`src/sv/delayed_periodic_task_table_defines.svh`:
```
// assertion macros for the delayed periodic task table
`ifndef DELAYED_PERIODIC_TASK_TABLE_DEFINES_SVH
`define DELAYED_PERIODIC_TASK_TABLE_DEFINES_SVH

// plain invariant, checked at every clock edge out of reset
`define DPTT_ASSERT(lbl, prop, msg) \
  lbl: assert property (@(posedge clk_i) disable iff (!rst_ni) (prop)) else $error(msg);

// same-cycle implication
`define DPTT_ASSERT_IMP(lbl, ante, cons, msg) \
  lbl: assert property (@(posedge clk_i) disable iff (!rst_ni) (ante) |-> (cons)) else $error(msg);

// next-cycle implication
`define DPTT_ASSERT_NXT(lbl, ante, cons, msg) \
  lbl: assert property (@(posedge clk_i) disable iff (!rst_ni) (ante) |=> (cons)) else $error(msg);

`endif

```
`src/sv/dptt_pkg.sv`:
```
// shared types and codes of the delayed periodic task table
package dptt_pkg;

  localparam int unsigned MaxTasksDef = 8;

  localparam logic [1:0] KIND_CREATE  = 2'd0;
  localparam logic [1:0] KIND_TICK    = 2'd1;
  localparam logic [1:0] KIND_PROCESS = 2'd2;

  localparam logic [1:0] STAT_CREATED  = 2'd0;
  localparam logic [1:0] STAT_FULL     = 2'd1;
  localparam logic [1:0] STAT_DISPATCH = 2'd2;
  localparam logic [1:0] STAT_NONE     = 2'd3;

  typedef enum logic [1:0] {
    ST_IDLE,
    ST_TICK,
    ST_PROC
  } state_e;

  typedef struct packed {
    logic        ready;
    logic [15:0] delay;
    logic [15:0] period;
    logic [7:0]  tag;
    logic [15:0] param;
  } entry_t;

endpackage

```
`src/sv/dptt_ram.sv`:
```
// generic single write port ram with registered read
module dptt_ram #(
  parameter int unsigned Width = 8,
  parameter int unsigned Depth = 8,
  localparam int unsigned AddrW = (Depth > 1) ? $clog2(Depth) : 1
) (
  input  logic             clk_i,
  input  logic             we_i,
  input  logic [AddrW-1:0] waddr_i,
  input  logic [Width-1:0] wdata_i,
  input  logic             re_i,
  input  logic [AddrW-1:0] raddr_i,
  output logic [Width-1:0] rdata_o
);

  logic [Width-1:0] mem [Depth];
  logic [Width-1:0] rdata_q;

  always_ff @(posedge clk_i) begin
    if (we_i) begin
      mem[waddr_i] <= wdata_i;
    end
    if (re_i) begin
      rdata_q <= mem[raddr_i];
    end
  end

  assign rdata_o = rdata_q;

endmodule

```
`src/sv/delayed_periodic_task_table.sv`:
```
// top level of the delayed periodic task table
//
// command channel: an item is taken at a rising edge with start high and busy
// low. kind selects create, timer tick or process; tag, parameter, start delay
// and reload period matter only to create, kind 3 is dropped.
// result channel: strobe_o marks each result for exactly one cycle; the
// receiver cannot stall it, so results stream out as they are found.
// per kind, n = entries in use at the time:
//   create  - result on the next cycle, busy stays low
//   tick    - busy while the n entries are read and written back, no result
//   process - busy while the n entries are read, dispatched and compacted; each
//             dispatch is held until the next ready entry is seen and leaves
//             the cycle after that, the final result (last set) in the cycle
//             that busy drops
// the table sits in one ram of MAX_TASKS words; every tick or process pass is
// at most one read and one write a cycle through that single port pair, which
// sets the length of each pass.
// reset clears the entry count and the sequencer; the ram needs no clearing
// as only entries below the count are ever read, each written by its create.
module delayed_periodic_task_table #(
  parameter int unsigned MAX_TASKS = dptt_pkg::MaxTasksDef
) (
  input  logic        clk_i,
  input  logic        rst_ni,
  input  logic        start,
  output logic        busy,
  input  logic [1:0]  kind_i,
  input  logic [7:0]  task_tag_i,
  input  logic [15:0] task_param_i,
  input  logic [15:0] start_delay_i,
  input  logic [15:0] reload_period_i,
  output logic        strobe_o,
  output logic [1:0]  status_o,
  output logic [2:0]  position_o,
  output logic [7:0]  out_tag_o,
  output logic [15:0] out_param_o,
  output logic        last_o
);

  import dptt_pkg::*;

  `include "delayed_periodic_task_table_defines.svh"

  localparam int unsigned IW = (MAX_TASKS > 1) ? $clog2(MAX_TASKS) : 1;
  localparam int unsigned CW = $clog2(MAX_TASKS + 1);
  localparam int unsigned EW = $bits(entry_t);

  // sequencer state
  state_e state_q, state_d;

  // table bookkeeping
  logic [CW-1:0] count_q, count_d;
  logic [CW-1:0] rd_idx_q, rd_idx_d;   // next entry to read
  logic [CW-1:0] keep_q, keep_d;       // write slot of the compacted table
  logic          dv_q, dv_d;           // read data valid this cycle
  logic [IW-1:0] didx_q, didx_d;       // index of the entry in the read data

  // one dispatch held back until we know whether it is the final one
  logic          buf_vld_q, buf_vld_d;
  logic [2:0]    buf_pos_q, buf_pos_d;
  logic [7:0]    buf_tag_q, buf_tag_d;
  logic [15:0]   buf_param_q, buf_param_d;

  // result register
  logic          strobe_q, strobe_d;
  logic [1:0]    status_q, status_d;
  logic [2:0]    pos_q, pos_d;
  logic [7:0]    tag_q, tag_d;
  logic [15:0]   param_q, param_d;
  logic          last_q, last_d;

  // ram access
  logic          ram_we, ram_re;
  logic [IW-1:0] ram_waddr, ram_raddr;
  entry_t        ram_wentry, rd_entry;
  logic [EW-1:0] ram_rdata;

  logic accept;
  logic issue;
  logic walking;

  assign accept  = start && !busy;
  assign walking = (state_q == ST_TICK) || (state_q == ST_PROC);
  assign issue   = walking && (rd_idx_q < count_q);
  assign rd_entry = entry_t'(ram_rdata);

  dptt_ram #(
    .Width (EW),
    .Depth (MAX_TASKS)
  ) u_ram (
    .clk_i   (clk_i),
    .we_i    (ram_we),
    .waddr_i (ram_waddr),
    .wdata_i (EW'(ram_wentry)),
    .re_i    (ram_re),
    .raddr_i (ram_raddr),
    .rdata_o (ram_rdata)
  );

  // next state
  always_comb begin
    state_d = state_q;
    case (state_q)
      ST_IDLE: begin
        if (accept && kind_i == KIND_TICK) begin
          state_d = ST_TICK;
        end else if (accept && kind_i == KIND_PROCESS) begin
          state_d = ST_PROC;
        end
      end
      ST_TICK: begin
        if (!issue) begin
          state_d = ST_IDLE;
        end
      end
      ST_PROC: begin
        if (!issue && !dv_q) begin
          state_d = ST_IDLE;
        end
      end
      default: state_d = ST_IDLE;
    endcase
  end

  // datapath and results
  always_comb begin
    count_d     = count_q;
    rd_idx_d    = rd_idx_q;
    keep_d      = keep_q;
    dv_d        = issue;
    didx_d      = rd_idx_q[IW-1:0];
    buf_vld_d   = buf_vld_q;
    buf_pos_d   = buf_pos_q;
    buf_tag_d   = buf_tag_q;
    buf_param_d = buf_param_q;
    strobe_d    = 1'b0;
    status_d    = STAT_NONE;
    pos_d       = '0;
    tag_d       = '0;
    param_d     = '0;
    last_d      = 1'b0;
    ram_we      = 1'b0;
    ram_waddr   = keep_q[IW-1:0];
    ram_wentry  = rd_entry;
    ram_re      = issue;
    ram_raddr   = rd_idx_q[IW-1:0];

    if (issue) begin
      rd_idx_d = rd_idx_q + CW'(1);
    end

    case (state_q)
      ST_IDLE: begin
        rd_idx_d  = '0;
        keep_d    = '0;
        buf_vld_d = 1'b0;
        if (accept && kind_i == KIND_CREATE) begin
          strobe_d = 1'b1;
          last_d   = 1'b1;
          if (count_q >= CW'(MAX_TASKS)) begin
            status_d = STAT_FULL;
          end else begin
            // append a fresh, not ready entry at the end of the table
            status_d          = STAT_CREATED;
            pos_d             = 3'(count_q);
            ram_we            = 1'b1;
            ram_waddr         = count_q[IW-1:0];
            ram_wentry.ready  = 1'b0;
            ram_wentry.delay  = start_delay_i;
            ram_wentry.period = reload_period_i;
            ram_wentry.tag    = task_tag_i;
            ram_wentry.param  = task_param_i;
            count_d           = count_q + CW'(1);
          end
        end
      end
      ST_TICK: begin
        if (dv_q) begin
          // count the delay down, or mark the entry ready once it runs out
          ram_we    = 1'b1;
          ram_waddr = didx_q;
          if (rd_entry.delay == '0) begin
            ram_wentry.ready = 1'b1;
          end else begin
            ram_wentry.delay = rd_entry.delay - 16'd1;
          end
        end
      end
      ST_PROC: begin
        if (dv_q) begin
          if (rd_entry.ready) begin
            // release the held dispatch, this one takes its place
            if (buf_vld_q) begin
              strobe_d = 1'b1;
              status_d = STAT_DISPATCH;
              pos_d    = buf_pos_q;
              tag_d    = buf_tag_q;
              param_d  = buf_param_q;
            end
            buf_vld_d   = 1'b1;
            buf_pos_d   = 3'(didx_q);
            buf_tag_d   = rd_entry.tag;
            buf_param_d = rd_entry.param;
            if (rd_entry.period != '0) begin
              ram_we           = 1'b1;
              ram_wentry.ready = 1'b0;
              ram_wentry.delay = rd_entry.period;
              keep_d           = keep_q + CW'(1);
            end
          end else begin
            // entry survives, slide it down over any removed ones
            ram_we = 1'b1;
            keep_d = keep_q + CW'(1);
          end
        end else if (!issue) begin
          // pass finished: shrink the table and close the transaction
          count_d  = keep_q;
          strobe_d = 1'b1;
          last_d   = 1'b1;
          if (buf_vld_q) begin
            status_d = STAT_DISPATCH;
            pos_d    = buf_pos_q;
            tag_d    = buf_tag_q;
            param_d  = buf_param_q;
          end else begin
            status_d = STAT_NONE;
          end
          buf_vld_d = 1'b0;
        end
      end
      default: begin
        ram_re = 1'b0;
      end
    endcase
  end

  // control registers
  always_ff @(posedge clk_i or negedge rst_ni) begin
    if (!rst_ni) begin
      state_q   <= ST_IDLE;
      count_q   <= '0;
      rd_idx_q  <= '0;
      keep_q    <= '0;
      dv_q      <= 1'b0;
      buf_vld_q <= 1'b0;
      strobe_q  <= 1'b0;
    end else begin
      state_q   <= state_d;
      count_q   <= count_d;
      rd_idx_q  <= rd_idx_d;
      keep_q    <= keep_d;
      dv_q      <= dv_d;
      buf_vld_q <= buf_vld_d;
      strobe_q  <= strobe_d;
    end
  end

  // payload registers
  always_ff @(posedge clk_i) begin
    didx_q      <= didx_d;
    buf_pos_q   <= buf_pos_d;
    buf_tag_q   <= buf_tag_d;
    buf_param_q <= buf_param_d;
    status_q    <= status_d;
    pos_q       <= pos_d;
    tag_q       <= tag_d;
    param_q     <= param_d;
    last_q      <= last_d;
  end

  assign busy        = (state_q != ST_IDLE);
  assign strobe_o    = strobe_q;
  assign status_o    = status_q;
  assign position_o  = pos_q;
  assign out_tag_o   = tag_q;
  assign out_param_o = param_q;
  assign last_o      = last_q;

  // checks
  `DPTT_ASSERT(a_count_bound, count_q <= CW'(MAX_TASKS), "entry count above table size")
  `DPTT_ASSERT_IMP(a_keep_bound, state_q == ST_PROC, keep_q <= rd_idx_q, "compaction ahead of reads")
  `DPTT_ASSERT_IMP(a_none_last, strobe_o && status_o == STAT_NONE, last_o, "none ready without last")
  `DPTT_ASSERT_NXT(a_tick_busy, start && !busy && kind_i == KIND_TICK, busy, "tick taken without busy")

endmodule

```
`config.mk`:
```
export PLATFORM = sky130hd
export DESIGN_NAME = delayed_periodic_task_table
export DESIGN_NICKNAME = d
export VERILOG_FILES = /design/src/sv/dptt_pkg.sv /design/src/sv/dptt_ram.sv /design/src/sv/delayed_periodic_task_table.sv
export VERILOG_INCLUDE_DIRS = /design/src /design/src/sv
export SDC_FILE = /design/constraint.sdc
export NUM_CORES = 1
export LEC_CHECK = 0
export BUFFER_PORTS_ARGS = -buffer_cell sky130_fd_sc_hd__buf_4
export CORE_MARGIN = 4
export CORE_UTILIZATION = 45
export DETAILED_ROUTE_END_ITERATION = 16
export GPL_ROUTABILITY_DRIVEN = 1
export GPL_TIMING_DRIVEN = 0
export HOLD_SLACK_MARGIN = 0.1
export PLACE_DENSITY_LB_ADDON = 0.05
export REMOVE_ABC_BUFFERS = 1
export SKIP_CTS_REPAIR_TIMING = 1
export SYNTH_ARGS = -nofsm -noshare
export SYNTH_HDL_FRONTEND = slang
export SYNTH_SLANG_ARGS = --single-unit
```
`constraint.sdc`:
```
create_clock -name clk_i -period 5.05 [get_ports clk_i]
set_input_delay 1.515 -clock clk_i [delete_from_list [all_inputs] [get_ports clk_i]]
set_output_delay 1.515 -clock clk_i [all_outputs]
set_load 0.03 [all_outputs]
```
* After elaboration in Yosys (flattened, before gate mapping)
Memory sizes are Yosys's and may differ from the RTL's. A register that Yosys moved wholly into a read port is not among the register bits. Index checks and enable logic that the tools add are counted.
Cells by class: reductions and logical operators 23, shifts and indexed selects 0, multipliers 0, mux-type cells 74, bitwise operators 0, add/subtract/negate cells 4, div/mod/pow operators 0, eq/ne operators 15, magnitude comparators 2
Operators with widths (number):
- 2-to-1 mux 57 bit | 2
- 2-to-1 mux 16 bit | 5
- 2-to-1 mux 17 bit | 4
- case mux 17 bit (3 select lines) | 1
- 2-to-1 mux 40 bit | 1
- 2-to-1 mux 4 bit | 9
- 2-to-1 mux 8 bit | 4
- 2-to-1 mux 3 bit | 9
- 2-to-1 mux 1 bit | 22
- zero test 16 bit | 1
- case mux 4 bit (2 select lines) | 2
- nonzero test 16 bit | 1
- subtractor 16 x 1 -> 16 bit (second input constant) | 1
- 2-to-1 mux 2 bit | 7
- adder 4 x 1 -> 4 bit (second input constant) | 3
- != test 2 bit (second input constant) | 6
- case mux 3 bit (2 select lines) | 2
- AND reduction 3 bit | 4
- != test 3 bit (second input constant) | 3
- logical AND 1 bit | 6
- case mux 1 bit (2 select lines) | 3
- case mux 2 bit (3 select lines) | 1
- nonzero test 2 bit | 3
- AND reduction 5 bit | 1
- 12 further kinds | 17
Storage, ports and cells: logic and storage cells 135, memory bits (writable) 456, memories kept 1, bits in latches 0, register bits after elaboration 77, ROM bits 0
Memory list:
- u_ram.mem | words 8, bits a word 57, rd ports 1, clocked after memory_dff 1, wr ports 1, RTL line dptt_ram.sv:16 | logic [Width-1:0] mem [Depth];

* Depth between registers and ports, before layout
depth after elaboration 8, depth in mapped cells 9, mapped depth without buffers 8

* Modules after synthesis
From an unflattened synthesis, not the netlist that was laid out.
Unflattened totals: cells, all modules 1156, area total of the unflattened synthesis 23183.5 um^2
Modules (own cells, without submodules):
- dptt_ram | instances 1, area an instance 18859.3 um^2, cells an instance 729
- delayed_periodic_task_table | instances 1, area an instance 4324.1 um^2, cells an instance 427

* Worst setup path after synthesis
OpenSTA, ideal clock, no wires.
kind input port to flip-flop, start point in kind_i[0], end point mem u_ram.mem[1][0] (netlist bit) (enable), path slack -0.480 ns, buffers on the path 1, cell stages on the path 6, arrival 5.058 ns, setup time 0.472 ns, cells stage by stage nand4bb_1 > buf_2 > nor2_1 > a222oi_1 > or3_1 > nor2_1
Between the ends: cells in the longest elaborated chain, start to end 6, elaborated cells between the ends (all ways) 8, classes of those cells mux (6); reduce/logical (2)
RTL lines:
- from (decl) | RTL line delayed_periodic_task_table.sv:27 | input logic [1:0] kind_i,
- zero test 2 bit (*) | RTL line delayed_periodic_task_table.sv:157 | if (accept && kind_i == KIND_CREATE) begin
- logical AND 1 bit (*) | RTL line delayed_periodic_task_table.sv:157
- 2-to-1 mux 1 bit | RTL line delayed_periodic_task_table.sv:157
- case mux 1 bit (3 select lines) | RTL line delayed_periodic_task_table.sv:152 | case (state_q)
- 2-to-1 mux 1 bit | RTL line dptt_ram.sv:20 | if (we_i) begin
- 2-to-1 mux 1 bit (not written as such) | RTL line dptt_ram.sv:21 | mem[waddr_i] <= wdata_i;
- to (decl) | RTL line dptt_ram.sv:16
Mark *: on every way between the ends. The rest lies on a longest branch, timed or not.

* Worst setup path after layout
start point in kind_i[0], end point mem u_ram.mem[0][27] (netlist bit) (enable)
The elaborated chain is that of the path after synthesis.

==> flow_summary_export.csv <==
group,metric,value,unit
synth,synthFlopType,"edfxtp_1",
routing,drtIter0Drc,959,
placed_design,dpl-instance-area,25300,um^2
routing,drc,0,
worst_setup_path,path_class,"in2reg",
clocking,cts_tree,"yes",
timing,final-setup-viol-count,0,
power_and_ir_drop,leakage,0.00886,uW
final_layout,area_growth,18.5,%
timing,fin_tns_setup,0,ns
final_layout,final_cells,2014,
worst_setup_path,cp_data_arrival_time,4.73,ns
worst_hold_path,min-delay-start,"didx_q[0]",
final_layout,multi_input_area,5630,um^2
worst_setup_path,r2r-start,"state_q[0]",
synth,ys_async_sr_fraction,2.88,%
timing,fmax,225,MHz
timing,slew_violations,0,
placed_design,hpwl,30700,um
clocking,cts_max_level,2,
worst_hold_path,whs_path_depth,0,
final_layout,final_core_util,54.3,%
timing,maxSlewHeadroom,23.0,%
global_routing,overflow,0,
synth,synth_cell_types,68,
routing,drt_pass1_iterations,5,
timing,min_period_over_period,87.8,%
outcome,outcome,"complete, no violations",
routing,via_per_inst,5.70,
final_layout,layout-drive-gt1-share,34.6,%
final_layout,final_cell_mix,"edfxtp_1 (540), mux4_2 (114), mux2_2 (97)",
timing,finalClockSkew,0.0164,ns
synth,ys_seq_elements,590,
placed_design,port_buffers,92,
die,ioPinCount,93,
synth,yosysTopAreaCell,"edfxtp_1",
global_routing,grt_pass1_wl,77500,um
global_routing,grt_pass1_vias,12061,
clocking,clk_pin_slew,0.06,ns
synth,synth-edff-count,540,
power_and_ir_drop,finalPower,15800,uW
final_layout,seq_area,17300,um^2
final_layout,diodes,0,
clocking,clock_sinks,590,
worst_setup_path,ff2ff_setup_slack,0.68,ns
timing,worst_pin_slew,1.15,ns
synth,syn_area,23200,um^2
synth,yosysWarningCount,0,
global_routing,grtUsageTotal,18.5,%
synth,synthTopCellsByArea,"edfxtp_1 (70%), mux4_2 (11%), mux2_2 (4.7%), dfxtp_1 (2.9%), dfrtp_1 (1.8%)",
final_layout,nets,1365,
clocking,cts_root_buf,"clkbuf_16",
global_routing,antenna_found_initial,0,
worst_setup_path,startpoint_type,"primary input",
worst_hold_path,hold_class,"reg2reg",
die,dieArea,55200,um^2
timing,rsz0062_at_grt,"no",
final_layout,fillers,3928,
routing,ant_nets,0,
die,placementRows,82,
timing,period_needed,4.44,ns
die,initial_utilization,45.8,%
routing,totalWireLength,51200,um
power_and_ir_drop,power_density,575,nW/um^2
clocking,insertion_delay,0.62,ns
power_and_ir_drop,ir_drop,0.301,mV
synth,avgSynthCellArea,20.0,um^2
die,core,50600,um^2
final_layout,final_design_area_no_fill,27500,um^2
worst_hold_path,hold_path_end,"buf_pos_q[0]",
routing,wl_per_cell,25.4,um
synth,synth_top_area_share,70.0,%
worst_setup_path,crit_fanout,20,
worst_setup_path,regToRegEndpoint,"u_ram.mem[0][27]",
worst_setup_path,required,5.35,ns
worst_setup_path,crit_path_end_kind,"flop",
routing,num_vias,11472,
run,maxCapViolations,0,
worst_setup_path,reg2reg_depth,9,
synth,ys_seq_area_share,74.7,%
global_routing,grt_max_degree,58,
die,die_w,235,um
clocking,cts_made_buffers,61,
synth,synth_cells,1158,
placed_design,dp.cells,1900,
placed_design,globalplace.congestion,0.820,
clocking,clockBufferDepth,3,
timing,hold_violations,0,
final_layout,layout_commonest_cell,"edfxtp_1",
die,die_h,235,um
## worst max-delay path: stages
cell,delay [ns]
buf_4,0.12
nand4bb_1,0.50
nor2_4,0.57
o41ai_1,0.15
or3b_1,0.56
nor2_4,0.75
buf_12,0.29
buf_12,0.22
## cell type report
class                      instances  share of cell area (%)
inverter                          23                   0.314
tap                              672                    3.06
timing repair buffer             126                    5.29
clock buffer                      77                    6.07
multi-input combinational        489                    20.5
sequential                       590                    63.0
clock inverter                    37                    1.72
## power by group
part	total, uW	internal (uW)	switching [uW]
combinational	3660	1550	2110
sequential	7400	6900	497
clock	4730	2890	1840
total	15800	11300	4450
## cells in the mapped netlist, types with 10 or more instances
library cell,n
ha_1,13
o21ai_0,31
dfxtp_1,33
inv_1,23
nand2_1,22
o211ai_1,10
dfrtp_1,17
nor2_1,33
buf_2,21
mux4_2,114
mux2_2,97
nand3_1,12
and2_1,28
clkbuf_1,31
edfxtp_1,540
## registers in the layout, summed over array words and instances, names as in the netlist, 4 cells and up
name	flops
u_ram.mem	456
u_ram.rdata_o	57
buf_param_q	16
out_param_o	16
buf_tag_q	8
out_tag_o	8
count_q	4
keep_q	4
rd_idx_q	4
## routing by layer
metal	vias up	track usage (%)	wire (um)
met3	80	3.31	2340
met2	292	29.0	24200
li1	5038	-	-
met1	6062	27.2	23600
met5	-	0	0
met4	0	4.64	1020
## through the flow
stage          hold WS (ns)  worst slack, ns
2_1_floorplan         0.408            -3.02
3_3_place_gp          0.421           -10.42
3_5_place_dp          0.425          -0.0745
4_1_cts               0.439            0.605
5_1_grt               0.448            0.404
6_report              0.436            0.615
## cell families after synthesis
logic type / synth area share [%]
flip-flops: 74.7
multiplexers: 16.0
AND/OR/NAND/NOR: 3.66
AO/OA/AOI/OAI: 3.42
buffers and inverters: 1.46
adder cells (fa/ha/maj): 0.702
XOR/XNOR: 0.113
## worst max path at each step
stage	startpoint	to	cells after the start
final	kind_i[0]	u_ram.mem[0][27]	8
after global routing	state_q[0]	u_ram.mem[0][31]	9
after CTS	kind_i[0]	u_ram.mem[0][27]	8
after detailed placement	kind_i[0]	u_ram.mem[0][27]	8
after global placement	kind_i[0]	u_ram.mem[6][26]	6
after floorplan	kind_i[0]	u_ram.mem[6][0]	5
Note: power is estimated with default switching activity, not from simulation.
